`src/rtl/red_pkg.sv`:
```
// Widths, constants and the square-root chain data type.
package red_pkg;

  localparam int COORD_W       = 24;
  localparam int DIFF_W        = 24;            // |a - b| < 2^24
  localparam int SQ_W          = 2 * DIFF_W;
  localparam int SUM_W         = SQ_W + 1;
  localparam int RAD_W         = 52;            // 4*sum, padded to an even width
  localparam int ROOT_W        = RAD_W / 2;
  localparam int REM_W         = ROOT_W + 2;
  localparam int DIST_W        = 21;
  localparam int FRAC_BITS_DEF = 4;

  typedef struct packed {
    logic [RAD_W-1:0]  rad;   // radicand bits not yet consumed, MSB first
    logic [REM_W-1:0]  rem;   // partial remainder
    logic [ROOT_W-1:0] root;  // partial root
  } sqrt_data_t;

endpackage

```
`src/rtl/rounded_euclidean_distance.sv`:
```
// Rounded EUC_2D distance: front end, square-root cell chain, rounding stage.
//
//   channel | direction | ports
//   --------+-----------+--------------------------------------------------
//   in      | input     | in_valid, in_ready, in_first_x/y, in_second_x/y
//   out     | output    | out_valid, out_ready, out_distance
//
// One request enters per cycle while in_ready is high; out_ready backpressure can drop it.
// Each request passes the front end, the 26-cell root chain (one root bit per cell) and rounding.
// Synchronous active-low reset empties every stage; no data is cleared.
// Each stage loads when empty or moving, so bubbles close up under a stall
// and in_ready stays high while any stage along the path is free.
module rounded_euclidean_distance #(
  parameter int FRAC_BITS = red_pkg::FRAC_BITS_DEF
) (
  input  logic                               clk,
  input  logic                               rst_n,
  input  logic                               in_valid,
  output logic                               in_ready,
  input  logic signed [red_pkg::COORD_W-1:0] in_first_x,
  input  logic signed [red_pkg::COORD_W-1:0] in_first_y,
  input  logic signed [red_pkg::COORD_W-1:0] in_second_x,
  input  logic signed [red_pkg::COORD_W-1:0] in_second_y,
  output logic                               out_valid,
  input  logic                               out_ready,
  output logic [red_pkg::DIST_W-1:0]         out_distance
);
  import red_pkg::*;

  sqrt_data_t cd [0:ROOT_W];
  logic       cv [0:ROOT_W];
  logic       cr [0:ROOT_W];

  red_front u_front (
    .clk      (clk),
    .rst_n    (rst_n),
    .in_valid (in_valid),
    .in_ready (in_ready),
    .first_x  (in_first_x),
    .first_y  (in_first_y),
    .second_x (in_second_x),
    .second_y (in_second_y),
    .dn_valid (cv[0]),
    .dn_ready (cr[0]),
    .dn_data  (cd[0])
  );

  for (genvar k = 0; k < ROOT_W; k++) begin : g_cell
    red_sqrt_cell u_cell (
      .clk      (clk),
      .rst_n    (rst_n),
      .up_valid (cv[k]),
      .up_ready (cr[k]),
      .up_data  (cd[k]),
      .dn_valid (cv[k+1]),
      .dn_ready (cr[k+1]),
      .dn_data  (cd[k+1])
    );
  end

  red_round #(
    .FRAC_BITS (FRAC_BITS)
  ) u_round (
    .clk          (clk),
    .rst_n        (rst_n),
    .up_valid     (cv[ROOT_W]),
    .up_ready     (cr[ROOT_W]),
    .root         (cd[ROOT_W].root),
    .out_valid    (out_valid),
    .out_ready    (out_ready),
    .out_distance (out_distance)
  );

endmodule

```
`src/rtl/red_front.sv`:
```
// Front end: coordinate differences, squares and the radicand sum.
module red_front (
  input  logic                               clk,
  input  logic                               rst_n,
  input  logic                               in_valid,
  output logic                               in_ready,
  input  logic signed [red_pkg::COORD_W-1:0] first_x,
  input  logic signed [red_pkg::COORD_W-1:0] first_y,
  input  logic signed [red_pkg::COORD_W-1:0] second_x,
  input  logic signed [red_pkg::COORD_W-1:0] second_y,
  output logic                               dn_valid,
  input  logic                               dn_ready,
  output red_pkg::sqrt_data_t                dn_data
);
  import red_pkg::*;

  logic                v1_r, v2_r, v3_r;
  logic [DIFF_W-1:0]   dx_r, dy_r;
  logic [SQ_W-1:0]     sqx_r, sqy_r;
  sqrt_data_t          rad_r;

  logic                rdy1, rdy2, rdy3;
  logic signed [COORD_W:0] ddx, ddy;
  logic [DIFF_W-1:0]   dx_nxt, dy_nxt;
  logic [SUM_W-1:0]    sum_nxt;
  sqrt_data_t          rad_nxt;

  // a stage may load when it is empty or its contents move on
  assign rdy3     = !v3_r || dn_ready;
  assign rdy2     = !v2_r || rdy3;
  assign rdy1     = !v1_r || rdy2;
  assign in_ready = rdy1;

  always_comb begin
    ddx    = {second_x[COORD_W-1], second_x} - {first_x[COORD_W-1], first_x};
    ddy    = {second_y[COORD_W-1], second_y} - {first_y[COORD_W-1], first_y};
    dx_nxt = ddx[COORD_W] ? DIFF_W'(-ddx) : DIFF_W'(ddx);
    dy_nxt = ddy[COORD_W] ? DIFF_W'(-ddy) : DIFF_W'(ddy);
    sum_nxt = SUM_W'(sqx_r) + SUM_W'(sqy_r);
    rad_nxt.rad  = {{(RAD_W - SUM_W - 2){1'b0}}, sum_nxt, 2'b00};
    rad_nxt.rem  = '0;
    rad_nxt.root = '0;
  end

  always_ff @(posedge clk) begin
    if (!rst_n) begin
      v1_r <= 1'b0;
      v2_r <= 1'b0;
      v3_r <= 1'b0;
    end else begin
      if (rdy1) v1_r <= in_valid;
      if (rdy2) v2_r <= v1_r;
      if (rdy3) v3_r <= v2_r;
    end
  end

  always_ff @(posedge clk) begin
    if (rdy1 && in_valid) begin
      dx_r <= dx_nxt;
      dy_r <= dy_nxt;
    end
    if (rdy2 && v1_r) begin
      sqx_r <= dx_r * dx_r;
      sqy_r <= dy_r * dy_r;
    end
    if (rdy3 && v2_r) begin
      rad_r <= rad_nxt;
    end
  end

  assign dn_valid = v3_r;
  assign dn_data  = rad_r;

endmodule

```
`src/rtl/red_sqrt_cell.sv`:
```
// One restoring square-root cell: settles one root bit per request.
module red_sqrt_cell (
  input  logic                clk,
  input  logic                rst_n,
  input  logic                up_valid,
  output logic                up_ready,
  input  red_pkg::sqrt_data_t up_data,
  output logic                dn_valid,
  input  logic                dn_ready,
  output red_pkg::sqrt_data_t dn_data
);
  import red_pkg::*;

  logic             vld_r;
  sqrt_data_t       data_r;
  sqrt_data_t       data_nxt;
  logic [REM_W-1:0] rem_sh, trial;
  logic             take;

  assign up_ready = !vld_r || dn_ready;

  always_comb begin
    rem_sh = {up_data.rem[REM_W-3:0], up_data.rad[RAD_W-1:RAD_W-2]};
    trial  = {up_data.root, 2'b01};
    take   = rem_sh >= trial;
    data_nxt.rem  = take ? rem_sh - trial : rem_sh;
    data_nxt.root = {up_data.root[ROOT_W-2:0], take};
    data_nxt.rad  = {up_data.rad[RAD_W-3:0], 2'b00};
  end

  always_ff @(posedge clk) begin
    if (!rst_n) begin
      vld_r <= 1'b0;
    end else if (up_ready) begin
      vld_r <= up_valid;
    end
  end

  always_ff @(posedge clk) begin
    if (up_ready && up_valid) data_r <= data_nxt;
  end

  assign dn_valid = vld_r;
  assign dn_data  = data_r;

endmodule

```
`src/rtl/red_round.sv`:
```
// Output stage: drops fraction bits, rounds half up, saturates, holds result.
module red_round #(
  parameter int FRAC_BITS = red_pkg::FRAC_BITS_DEF
) (
  input  logic                         clk,
  input  logic                         rst_n,
  input  logic                         up_valid,
  output logic                         up_ready,
  input  logic [red_pkg::ROOT_W-1:0]   root,
  output logic                         out_valid,
  input  logic                         out_ready,
  output logic [red_pkg::DIST_W-1:0]   out_distance
);
  import red_pkg::*;

  localparam int Q_W   = ROOT_W - FRAC_BITS;
  localparam int CMP_W = (Q_W > DIST_W) ? Q_W : DIST_W;
  localparam logic [DIST_W-1:0] DIST_MAX = '1;

  logic              vld_r;
  logic [DIST_W-1:0] dist_r;

  logic [Q_W-1:0]    q;
  logic [Q_W:0]      q_inc;
  logic [Q_W-1:0]    d_full;
  logic [DIST_W-1:0] dist_nxt;

  assign up_ready = !vld_r || out_ready;

  // root is isqrt(4*S); (q + 1) >> 1 rounds sqrt(S) / 2^FRAC_BITS half up
  always_comb begin
    q        = root[ROOT_W-1:FRAC_BITS];
    q_inc    = {1'b0, q} + (Q_W+1)'(1);
    d_full   = q_inc[Q_W:1];
    dist_nxt = (CMP_W'(d_full) > CMP_W'(DIST_MAX)) ? DIST_MAX : DIST_W'(d_full);
  end

  always_ff @(posedge clk) begin
    if (!rst_n) begin
      vld_r <= 1'b0;
    end else if (up_ready) begin
      vld_r <= up_valid;
    end
  end

  always_ff @(posedge clk) begin
    if (up_ready && up_valid) dist_r <= dist_nxt;
  end

  assign out_valid    = vld_r;
  assign out_distance = dist_r;

endmodule

```
`config.mk`:
```
export PLATFORM = sky130hd
export DESIGN_NAME = rounded_euclidean_distance
export DESIGN_NICKNAME = d
export VERILOG_FILES = /design/src/rtl/red_pkg.sv /design/src/rtl/rounded_euclidean_distance.sv /design/src/rtl/red_front.sv /design/src/rtl/red_sqrt_cell.sv /design/src/rtl/red_round.sv
export SDC_FILE = /design/constraint.sdc
export NUM_CORES = 2
export LEC_CHECK = 0
export BUFFER_PORTS_ARGS = -buffer_cell sky130_fd_sc_hd__buf_4
export CAP_MARGIN = 20
export CORE_MARGIN = 8
export CORE_UTILIZATION = 25
export DETAILED_ROUTE_END_ITERATION = 8
export PLACE_DENSITY = 0.41
export SLEW_MARGIN = 0
export SYNTH_ARGS = -nofsm -noshare
export SYNTH_HDL_FRONTEND = slang
export SYNTH_SLANG_ARGS = --single-unit
```
`constraint.sdc`:
```
create_clock -name clk -period 6.99 [get_ports clk]
set_input_delay 0 -clock clk [delete_from_list [all_inputs] [get_ports clk]]
set_output_delay 0 -clock clk [all_outputs]
set_load 0.01 [all_outputs]
```
==> impl_metrics.json <==
{
  "setup_slack_ps": -380,
  "syn-num-nets": 10700,
  "clock-root-buffer": "clkbuf_16",
  "synth_cells": 9036,
  "synth-edff-count": 1513,
  "crit_path_end_kind": "flip-flop",
  "syn_avg_cell_area_sq_um": 11.5,
  "numPlacedInstances": 15100,
  "layout.cells.non_filler": 15600,
  "post_dp_cell_area_sq_mm": 0.116,
  "totalWireLength_mm": 247,
  "ios": 123,
  "die_w_microns": 661,
  "dieArea_sq_mm": 0.437,
  "status": "finished with violations",
  "drt_iter0_drc": 2590,
  "grt_pass1_wl_mm": 393,
  "numClockSinks": 1543,
  "yosys.area.top_type": "edfxtp_1",
  "coreArea_sq_mm": 0.415,
  "wire_per_inst_microns": 15.8,
  "period_minus_slack_ps": 7370,
  "slew_headroom_pct": 30.5,
  "finClkSkew_ps": 119,
  "crit_start": "u_front.dx_r[16]",
  "antenna_found_initial": 2,
  "dp_slack_ps": -739,
  "synth.top_cell.area_share_pct": 43.7,
  "yosysMostFrequentCell": "inv_1",
  "synth_area_sq_mm": 0.104,
  "die_h_microns": 661,
  "cp.arrival_ps": 7930,
  "routed_via_density": 4.21,
  "r2r_slack_ps": -380,
  "drive_gt1_share_pct": 15.5,
  "ant_nets": 0,
  "multi_input_area_sq_mm": 0.0531,
  "num_rows": 237,
  "reg2reg_from": "u_front.dx_r[16]",
  "ff_latch_area_sq_mm": 0.0460,
  "initial_core_util_pct": 25.0,
  "max_freq_mhz": 136,
  "clockBufferDepth": 4,
  "dr.pass1.iters": 5,
  "drc": 0,
  "critPathLaunchType": "flip-flop",
  "hold_slack_ps": 70.3,
  "gp_congestion": 0.813,
  "cp_max_fo": 7,
  "synthFlopType": "edfxtp_1",
  "dpl.hpwl_mm": 198,
  "tritoncts": "built",
  "synth.area.top_cells": "edfxtp_1, fa_1, ha_1",
  "track_usage_pct": 11.1,
  "synthArstFlopShare_pct": 0,
  "crit-reg2reg-capture": "u_front.sqx_r[47]",
  "overflow": 0,
  "finish.net_count": 11700,
  "grt_pass1_vias": 71200,
  "area_growth_pct": 21.6,
  "hold_violations": 0,
  "clk_pin_slew_ps": 60,
  "failed_checks": "negative setup slack",
  "path_class": "reg2reg",
  "via_count": 65800,
  "setup-violations-final": 14,
  "fin_area_sq_mm": 0.126,
  "hp-class": "in2reg",
  "cts_htree_levels": 4,
  "r2r_cells": 26,
  "ys_warn_count": 0,
  "crit_path_end": "u_front.sqx_r[47]",
  "clk_latency_ps": 890,
  "portBuffers": 122,
  "cts_buffers": 178,
  "rsz0062_at_grt": "true",
  "synth_seq_area_share_pct": 44.3,
  "drv_slew": 0,
  "grt_max_degree": 84,
  "synth_cell_types": 88,
  "worst_slew_pin_slew_ps": 1040,
  "synth.ff_latch_count": 1543,
  "required_ps": 7550,
  "drv_cap": 0,
  "fillCellCount": 42100,
  "finalCritPeriodShare_pct": 105,
  "synth_common_cells": "inv_1, edfxtp_1, fa_1"
}
-- final cells by class --
cell class	instances	share of cell area (%)
Timing Repair Buffer	948	6.72
Clock buffer	218	3.66
Antenna cell	2	0.00396
Tap cell	5497	5.44
Sequential cell	1543	36.4
Multi-Input combinational cell	5674	42.0
Inverter	1643	4.88
Clock inverter	101	0.946
-- repair_timing --
action	4_1_cts	5_1_grt
cloned	5	1
buffers inserted	102	33
hold buffers	114	0
resized for setup	367	165
pin swaps	283	166
hold endpoints to repair	121	0
endpoints found under the setup margin	38	43
-- stage by stage --
stage	utilization (%)	TNS (ps)
2_1_floorplan	-	-211
3_3_place_gp	28.0	-10740
3_5_place_dp	28.0	-11610
4_1_cts	30.3	-3430
5_1_grt	30.4	-7460
6_report	30.4	-2210
-- how the worst min path moves through the flow --
stage / startpoint / endpoint / slack [ps] / cells after the start
5_1_grt: in_second_x[3] / u_front.dx_r[3] / 60 / 5
3_3_place_gp: in_valid / u_front.v1_r / 370 / 3
6_report: in_second_x[3] / u_front.dx_r[3] / 70 / 5
4_1_cts: in_second_y[17] / u_front.dy_r[17] / 2 / 6
3_5_place_dp: in_valid / u_front.v1_r / 380 / 3
2_1_floorplan: in_valid / u_front.v1_r / 160 / 2
-- critical path, cell delays in order (launching register included) --
cell and delay [ps]:
edfxtp_1 430, buf_6 170, buf_12 130, and2_1 160
fa_1 520, inv_1 60, fa_1 470, fa_1 600
inv_2 50, fa_2 580, fa_1 450, fa_1 530
inv_1 60, fa_1 530, inv_1 50, ha_2 180
a21o_1 180, a21o_1 190, a21oi_2 160, o21ai_2 80
nor2b_1 130, a221o_1 310, or4_4 440, a31oi_4 220
o21ai_2 80, a221oi_2 250, xnor2_1 90
-- cell families after synthesis --
kind of cell	count (synthesis)	share of synthesized area, %
AND/OR/NAND/NOR	2144	10.3
flip-flops	1543	44.3
other	1	0.00361
AO/OA/AOI/OAI	1266	7.71
XOR/XNOR	636	5.36
buffers and inverters	1819	6.58
adder cells (fa/ha/maj)	1588	25.4
multiplexers	39	0.415
-- flip-flops by register name, summed over array words and instances (netlist names) --
name                    count
g_cell.u_cell.dn_data    1309
u_front.sqx_r              46
u_front.sqy_r              46
u_front.dn_data            43
g_cell.u_cell.dn_valid     26
u_front.dx_r               24
u_front.dy_r               24
u_round.out_distance       21
u_front.dn_valid            1
u_front.v1_r                1
u_front.v2_r                1
u_round.out_valid           1
-- layout by cell type (no fill, tap or decap), types with 39 or more instances in the layout --
cell           synthesis  layout
edfxtp_1            1513    1513
nor3_1               145     142
buf_6                  1      81
or3_1                 58      58
nand2_2                0      43
and2_4                 0      46
nor2_1               389     387
fa_2                   0      53
xnor2_1              360     355
nand2b_1              87      87
a21o_1               187     187
inv_2                  0      81
clkbuf_1             166      39
o21ai_0              301     282
clkbuf_16              0     180
clkinv_1               1      44
o21a_1               109     109
a21oi_1              365     340
buf_4                  0     685
buf_12                 0      41
nand2_1              652     586
nor4_1                76      75
nor2b_1              103      85
xor2_1               276     274
o31ai_1               41      41
ha_4                   0      41
and3_1                52      50
and2_1               288     241
fa_1                 870     817
nand4_1               55      55
inv_1               1642    1561
nand3_1              103      95
dlygate4sd3_1          0     114
ha_1                 718     667
-- layer usage --
layer  vias up  routed length, microns  global-route usage [%]
met4         0                    5140                    2.29
met2       705                  131000                    21.3
li1      32200                       -                       -
met1     32500                  105000                    13.2
met3       306                    6540                    1.38
met5         -                       0                       0
Power is left out: the tool's default activity adds up to more than one toggle a clock period on the data nets, which glitch-free logic cannot reach.
